===== src/hdl/astc_pkg.sv =====
package astc_pkg;

    // Table geometry.
    localparam int SLOTS     = 64;
    localparam int SLOT_BITS = (SLOTS > 1) ? $clog2(SLOTS) : 1;

    // Field widths.
    localparam int WORD_BITS      = 32;
    localparam int KIND_BITS      = 2;
    localparam int CFG_INDEX_BITS = 1;

    // Reset values.
    localparam logic [WORD_BITS-1:0] WINDOW_START_RESET = 32'h0040_0000;
    localparam logic [WORD_BITS-1:0] WINDOW_END_RESET   = 32'hBFFF_FFFF;
    localparam logic [WORD_BITS-1:0] COUNTER_RESET      = 32'h0000_0001;

    // Request codes.
    typedef enum logic [KIND_BITS-1:0] {
        KIND_CLEAR  = 2'd0,
        KIND_CREATE = 2'd1,
        KIND_QUERY  = 2'd2,
        KIND_CHECK  = 2'd3
    } kind_t;

    // Configuration register indexes.
    typedef enum logic [CFG_INDEX_BITS-1:0] {
        REG_WINDOW_START = 1'b0,
        REG_WINDOW_END   = 1'b1
    } cfg_reg_t;

    // Sequencer states.
    typedef enum logic [1:0] {
        ST_IDLE,
        ST_CREATE,
        ST_LOOKUP,
        ST_REPLY
    } state_t;

endpackage


===== src/hdl/address_space_table_checker_unit.sv =====
// Address-space table checker.
// Requests arrive on the input channel (in_valid/in_stall, fields kind,
// directory_word, space_id, start_address, span_length); each request gives
// exactly one reply on the output channel (out_valid/out_stall, fields ok and
// assigned_id). The user window registers are written through the plain
// write port (cfg_write, cfg_index, cfg_data); the user must write them only
// while the block is idle, which the block itself does not enforce. A clear
// request goes straight to its reply. A create request walks the used bits
// one slot per cycle. A query or check request reads one id per cycle from
// the id memory, whose registered read port adds a compare stage.
// One request is worked on at a time, so the slot walk sets the rate; the
// next request is taken as soon as the reply has moved to the output register.
// Reset clears every used bit at once, sets the id counter to 1 and the
// window to its defaults; no clearing pass is needed.
// When the receiver stalls, the reply waits in the output register while the
// next request is worked on; a second reply waits until the first transfers.
module address_space_table_checker_unit
    import astc_pkg::*;
(
    input  logic                      clk,
    input  logic                      rst_n,
    input  logic                      in_valid,
    output logic                      in_stall,
    input  logic [KIND_BITS-1:0]      kind,
    input  logic [WORD_BITS-1:0]      directory_word,
    input  logic [WORD_BITS-1:0]      space_id,
    input  logic [WORD_BITS-1:0]      start_address,
    input  logic [WORD_BITS-1:0]      span_length,
    output logic                      out_valid,
    input  logic                      out_stall,
    output logic                      ok,
    output logic [WORD_BITS-1:0]      assigned_id,
    input  logic                      cfg_write,
    input  logic [CFG_INDEX_BITS-1:0] cfg_index,
    input  logic [WORD_BITS-1:0]      cfg_data
);

    localparam logic [SLOT_BITS-1:0] LAST_SLOT = SLOT_BITS'(SLOTS - 1);

    // Slot storage: ids and directories in memories, used bits in flops.
    logic [WORD_BITS-1:0] ident_mem [SLOTS];
    logic [WORD_BITS-1:0] dir_mem   [SLOTS];
    logic [WORD_BITS-1:0] rd_ident_reg;
    logic                 mem_we;
    logic                 mem_re;

    logic [SLOTS-1:0]     used_reg, used_next;
    logic [WORD_BITS-1:0] counter_reg, counter_next;
    logic [WORD_BITS-1:0] win_start_reg, win_end_reg;

    state_t               state_reg, state_next;
    logic [SLOT_BITS-1:0] idx_reg, idx_next;
    logic                 issue_done_reg, issue_done_next;
    logic                 pend_valid_reg, pend_valid_next;
    logic                 pend_used_reg, pend_used_next;
    logic                 pend_last_reg, pend_last_next;

    // Request held for the duration of its work.
    kind_t                kind_reg;
    logic [WORD_BITS-1:0] dir_reg, id_reg, addr_reg, len_reg;
    logic                 fit_reg, fit_next;

    // Reply waiting for the output register, and the output register.
    logic                 res_ok_reg, res_ok_next;
    logic [WORD_BITS-1:0] res_id_reg, res_id_next;
    logic                 out_valid_reg, out_valid_next;
    logic                 out_ok_reg;
    logic [WORD_BITS-1:0] out_id_reg;
    logic                 out_load;

    logic                 in_xfer;
    logic                 id_match;
    logic [WORD_BITS-1:0] room;
    logic [WORD_BITS-1:0] limit;
    logic [WORD_BITS-1:0] range_end;

    assign in_stall    = (state_reg != ST_IDLE);
    assign in_xfer     = in_valid && !in_stall;
    assign out_valid   = out_valid_reg;
    assign ok          = out_ok_reg;
    assign assigned_id = out_id_reg;

    // Window test with 32-bit wrapping sums, registered for the compare stage.
    assign room      = win_end_reg - addr_reg + WORD_BITS'(1);
    assign limit     = win_end_reg + WORD_BITS'(1);
    assign range_end = addr_reg + len_reg;
    assign fit_next  = !(addr_reg < win_start_reg) && !(len_reg > room)
                       && !(range_end > limit);

    // A used slot whose id equals the requested one, seen in the cycle after its read.
    assign id_match = pend_valid_reg && pend_used_reg && (rd_ident_reg == id_reg);

    // Sequencer: next state, slot walk and reply.
    always_comb
    begin
        state_next      = state_reg;
        idx_next        = idx_reg;
        issue_done_next = issue_done_reg;
        pend_valid_next = 1'b0;
        pend_used_next  = used_reg[idx_reg];
        pend_last_next  = (idx_reg == LAST_SLOT);
        used_next       = used_reg;
        counter_next    = counter_reg;
        res_ok_next     = res_ok_reg;
        res_id_next     = res_id_reg;
        mem_we          = 1'b0;
        mem_re          = 1'b0;
        out_load        = 1'b0;

        case (state_reg)
            ST_IDLE:
            begin
                idx_next        = '0;
                issue_done_next = 1'b0;
                if (in_xfer)
                begin
                    case (kind_t'(kind))
                        KIND_CLEAR:
                        begin
                            used_next    = '0;
                            counter_next = COUNTER_RESET;
                            res_ok_next  = 1'b1;
                            res_id_next  = '0;
                            state_next   = ST_REPLY;
                        end
                        KIND_CREATE: state_next = ST_CREATE;
                        default:     state_next = ST_LOOKUP;
                    endcase
                end
            end

            ST_CREATE:
            begin
                if (!used_reg[idx_reg])
                begin
                    mem_we             = 1'b1;
                    used_next[idx_reg] = 1'b1;
                    counter_next       = counter_reg + WORD_BITS'(1);
                    res_ok_next        = 1'b1;
                    res_id_next        = counter_reg;
                    state_next         = ST_REPLY;
                end
                else if (idx_reg == LAST_SLOT)
                begin
                    res_ok_next = 1'b0;
                    res_id_next = '0;
                    state_next  = ST_REPLY;
                end
                else
                begin
                    idx_next = idx_reg + SLOT_BITS'(1);
                end
            end

            ST_LOOKUP:
            begin
                // Issue one read per cycle until the last slot has been read.
                if (!issue_done_reg)
                begin
                    mem_re          = 1'b1;
                    pend_valid_next = 1'b1;
                    if (idx_reg == LAST_SLOT)
                    begin
                        issue_done_next = 1'b1;
                    end
                    else
                    begin
                        idx_next = idx_reg + SLOT_BITS'(1);
                    end
                end
                // Compare the id that came back; the first match ends the walk.
                if (id_match)
                begin
                    res_ok_next = (kind_reg == KIND_QUERY) ? 1'b1 : fit_reg;
                    res_id_next = '0;
                    state_next  = ST_REPLY;
                end
                else if (pend_valid_reg && pend_last_reg)
                begin
                    res_ok_next = 1'b0;
                    res_id_next = '0;
                    state_next  = ST_REPLY;
                end
            end

            ST_REPLY:
            begin
                if (!out_valid_reg || !out_stall)
                begin
                    out_load   = 1'b1;
                    state_next = ST_IDLE;
                end
            end

            default: state_next = ST_IDLE;
        endcase

        // Output register holds its reply until the receiver takes it.
        if (out_load)
        begin
            out_valid_next = 1'b1;
        end
        else
        begin
            out_valid_next = out_valid_reg && out_stall;
        end
    end

    // Control registers.
    always_ff @(posedge clk or negedge rst_n)
    begin
        if (!rst_n)
        begin
            state_reg      <= ST_IDLE;
            idx_reg        <= '0;
            issue_done_reg <= 1'b0;
            pend_valid_reg <= 1'b0;
            used_reg       <= '0;
            counter_reg    <= COUNTER_RESET;
            out_valid_reg  <= 1'b0;
        end
        else
        begin
            state_reg      <= state_next;
            idx_reg        <= idx_next;
            issue_done_reg <= issue_done_next;
            pend_valid_reg <= pend_valid_next;
            used_reg       <= used_next;
            counter_reg    <= counter_next;
            out_valid_reg  <= out_valid_next;
        end
    end

    // Window registers, written through the configuration port.
    always_ff @(posedge clk or negedge rst_n)
    begin
        if (!rst_n)
        begin
            win_start_reg <= WINDOW_START_RESET;
            win_end_reg   <= WINDOW_END_RESET;
        end
        else if (cfg_write)
        begin
            case (cfg_reg_t'(cfg_index))
                REG_WINDOW_START: win_start_reg <= cfg_data;
                REG_WINDOW_END:   win_end_reg   <= cfg_data;
                default:          win_end_reg   <= win_end_reg;
            endcase
        end
    end

    // Payload registers: the request, the walk pipeline and the replies.
    always_ff @(posedge clk)
    begin
        if (in_xfer)
        begin
            kind_reg <= kind_t'(kind);
            dir_reg  <= directory_word;
            id_reg   <= space_id;
            addr_reg <= start_address;
            len_reg  <= span_length;
        end
        fit_reg       <= fit_next;
        pend_used_reg <= pend_used_next;
        pend_last_reg <= pend_last_next;
        res_ok_reg    <= res_ok_next;
        res_id_reg    <= res_id_next;
        if (out_load)
        begin
            out_ok_reg <= res_ok_reg;
            out_id_reg <= res_id_reg;
        end
    end

    // Slot memories: one write port, one registered read port on the ids.
    always_ff @(posedge clk)
    begin
        if (mem_we)
        begin
            ident_mem[idx_reg] <= counter_reg;
            dir_mem[idx_reg]   <= dir_reg;
        end
        if (mem_re)
        begin
            rd_ident_reg <= ident_mem[idx_reg];
        end
    end

endmodule

===== config.mk =====
export PLATFORM = sky130hd
export DESIGN_NAME = address_space_table_checker_unit
export DESIGN_NICKNAME = d
export VERILOG_FILES = /design/src/hdl/astc_pkg.sv /design/src/hdl/address_space_table_checker_unit.sv
export SDC_FILE = /design/constraint.sdc
export NUM_CORES = 2
export LEC_CHECK = 0
export BUFFER_PORTS_ARGS = -buffer_cell sky130_fd_sc_hd__buf_4
export CAP_MARGIN = 15
export CORE_ASPECT_RATIO = 0.5
export CORE_MARGIN = 1
export CORE_UTILIZATION = 45
export CTS_CLUSTER_SIZE = 12
export DETAILED_ROUTE_END_ITERATION = 12
export SLEW_MARGIN = 30
export SYNTH_ARGS = -nofsm -noshare
export SYNTH_HDL_FRONTEND = slang
export SYNTH_SLANG_ARGS = --single-unit

===== constraint.sdc =====
create_clock -name clk -period 8.6 [get_ports clk]
set_input_delay 0.86 -clock clk [delete_from_list [all_inputs] [get_ports clk]]
set_output_delay 0.86 -clock clk [all_outputs]
set_load 0.03 [all_outputs]

==> key figures <==
Clock network
  – CTS resizes: 0
  – H-tree depth: 4
  – Setup bufs post-CTS: 0
  – Longest Clk Path Bufs: 4
  – Clk slew on worst S/H paths: 0.06 ns
  – CTS buffer count: 233
  – CTS tree: built
  – Clock sink count: 2418
  – Worst skew pair latency: 0.89 ns
  – Clock root buffer master: clkbuf_16

Synthesis
  – Post-synth cell types: 72
  – Synth warnings: 0
  – Synth Instances: 5663
  – Ys flop type: edfxtp_1
  – Flops & latches, synth: 2418
  – Syn_nets: 6029
  – Sequential area share after synthesis: 76.4%
  – Syn Area/Cell: 16.6 sq um
  – Cell taking the most area after synthesis: edfxtp_1
  – Async set-reset flop share out of synthesis: 7.07%
  – Most frequent cell after synthesis: edfxtp_1
  – Largest cells by area after synthesis: edfxtp_1 72%, a22oi_1 4.8%, dfrtp_1 3.7%
  – Post-synth EDFFs: 2244
  – Synth Cell Area: 93900 sq um
  – Leading post-synthesis cells by instance count: 2244 x edfxtp_1, 600 x a22oi_1, 269 x clkbuf_1, 219 x a221oi_1, 216 x a22o_1
  – Yosys top cell area share: 71.7%

Layout
  – Multi-input gate area: 21100 sq um
  – Finished Layout Cells: 8780
  – P&R area growth vs syn: 12.9%
  – Fillers: 16651
  – Number of flip-flops under the largest register name: 2048
  – Nets@finish: 6304
  – Fraction of final layout cells with drive strength greater than 1: 14.2%
  – FF+latch area: 71800 sq um

Power and ir drop
  – P_sw: 9.55 mW
  – Combinational share of power: 24.2%
  – Flop pwr share: 46.1%
  – Sw Share: 31.3%
  – Internal: 20.9 mW
  – Peak supply drop: 0.176 mV
  – Leakage: 35.3 nW
  – Pwr/cell area: 287 nW/um^2
  – Total power draw: 30.5 mW
  – Clock power frac: 29.7%

Worst setup path
  – Setup CP Type: flop to flop
  – Worst-path maximum fanout: 5
  – Worst endpoint data arrival time: 6.99 ns
  – Crit path required time: 9.36 ns
  – Startpoint types: flop
  – Reg2reg path depth: 22
  – Critical Path Sink Type: flop

GRT
  – Vias in the first global route: 53911
  – Overall Global Routing Usage: 26.3%
  – First-pass GRT wire length: 396000 um
  – Initial antenna violation count: 15
  – Largest net degree at the start of global routing: 88
  – Grt total ovfl: 0

Die
  – Initial Util: 45.3%
  – Die ar.: 211000 sq um
  – Die H: 325 um
  – Die Width: 648 um
  – Num rows: 118
  – Top-level I/O count: 203
  – Core ar.: 207000 sq um

STA
  – Final WS setup: 2.37 ns
  – F_max: 161 MHz
  – Final Cycle Share: 72.4%
  – Setup TNS: 0 ns
  – Max-slew headroom: 24.4%
  – Slew Viols, Final: 0
  – Fin Hold WS: 0.183 ns
  – Worst slew pin tran: 1.13 ns
  – Setup-failing EPs final: 0
  – Clock skew: 0.106 ns
  – Unrepaired setup endpoints after global routing: no
  – Minimum clock period: 6.23 ns
  – Hold Fails Final Rpt: 0

Place
  – DP Cell Count: 8458
  – Setup WS pre-CTS: 2.41 ns
  – GP Congestion: 0.901
  – HPWL after DPL: 161000 um
  – Buffers on Ports: 170

Job
  – Max cap viols: 0

Run status
  – Status: completed

Route
  – Post-Route WL: 283000 um
  – Iter 0 DRT Violations: 7724
  – Post-route DRC: 0
  – Antenna viol nets, final: 0
  – WL per Instance: 32.2 um
  – Vias per cell: 6.37
  – Routed vias: 55928
  – Drt pass-1 iters: 6

Worst hold path
  – Worst Hold Class: input pin to flop
  – Hold Path Depth: 1
==> path summary, 6_finish.rpt <==
kind	slack (ns)	start	end
setup / recovery	2.37	win_end_reg[1]	fit_reg
hold / removal	0.18	space_id[20]	id_reg[20]
setup reg to reg	2.37	win_end_reg[1]	fit_reg
hold reg to reg	0.41	res_id_reg[18]	assigned_id[18]
max in group asynchronous	6.79	rst_n	win_start_reg[0]
min in group asynchronous	0.51	rst_n	counter_reg[15]
==> layout by cell type, fill, tap and decap left out, types with 69 or more instances in the layout <==
cell type  instances
a21oi_1          169
xnor2_1           79
a22oi_1          600
nand2_1          113
dfrtp_1          107
nand4_1           94
ha_1             196
buf_4            350
a31oi_1          161
nand3_1           95
nor2_1           160
edfxtp_1        2244
inv_1            100
o21ai_0           80
clkbuf_16        237
xor2_1            69
a21o_1            70
a22o_1           216
a221oi_1         219
==> kinds of logic (layout without fill, tap and decap cells) <==
logic type	after synthesis	count (layout)	synth area share (%)
AO/OA/AOI/OAI	1662	1662	13.0
XOR/XNOR	148	148	1.38
adder cells (fa/ha/maj)	198	198	2.65
buffers and inverters	430	778	1.76
flip-flops	2418	2418	76.4
multiplexers	53	53	0.698
other	0	9	0
AND/OR/NAND/NOR	754	754	4.09
==> metal layers <==
metal	vias up	GRT usage, %	wire (um)
met4	4	7.66	8610
met3	427	6.03	33900
met5	-	0	25
li1	23561	-	-
met1	28715	37.9	115000
met2	3221	40.1	126000
==> per-stage QoR <==
step                      instance area (sq um)  util (%)
final                                    106000      51.2
after floorplan                           93900         -
after global placement                    99600      48.1
after CTS                                106000      51.1
after detailed placement                  99600      48.1
after global routing                     106000      51.2
==> cell type report <==
type / instances / share of cell area [%]
inverters: 100 / 0.354
diodes: 9 / 0.0212
repair buffers: 370 / 2.85
clock inverters: 24 / 0.153
clock buffers: 284 / 5.76
multi-input cells: 2815 / 19.9
well taps: 2760 / 3.26
flip-flops and latches: 2418 / 67.7
==> critical path, cell delays in order, from the launching register on <==
cell,delay (ns)
dfstp_2,0.56
inv_1,0.06
ha_1,0.28
inv_1,0.04
ha_1,0.21
fa_1,0.49
a211oi_1,0.30
o21ai_0,0.18
a31oi_1,0.33
a31oi_1,0.24
a211oi_1,0.77
o311a_1,0.27
o21bai_1,0.12
a311oi_1,0.33
xnor2_1,0.13
ha_1,0.29
and4_1,0.22
and3_1,0.22
nand2_1,0.14
nor4_1,0.36
nor3b_1,0.28
o21bai_1,0.16
and4_1,0.20
==> power by group through the flow <==
stage,Sequential [mW],Clock (mW),Combinational [mW]
final,14.1,9.05,7.37
after global routing,14.1,9.57,7.78
after CTS,14.1,9.14,7.19
after detailed placement,14.3,0,7.16
after global placement,14.3,0,7.05
after floorplan,14.5,0,3.86
==> timing repair <==
item                                    in CTS  in global routing
endpoints found under the setup margin       0                  0
hold buffers                                 1                  0
hold endpoints to repair                    37                  0
Power figures use the tool's default switching activity.
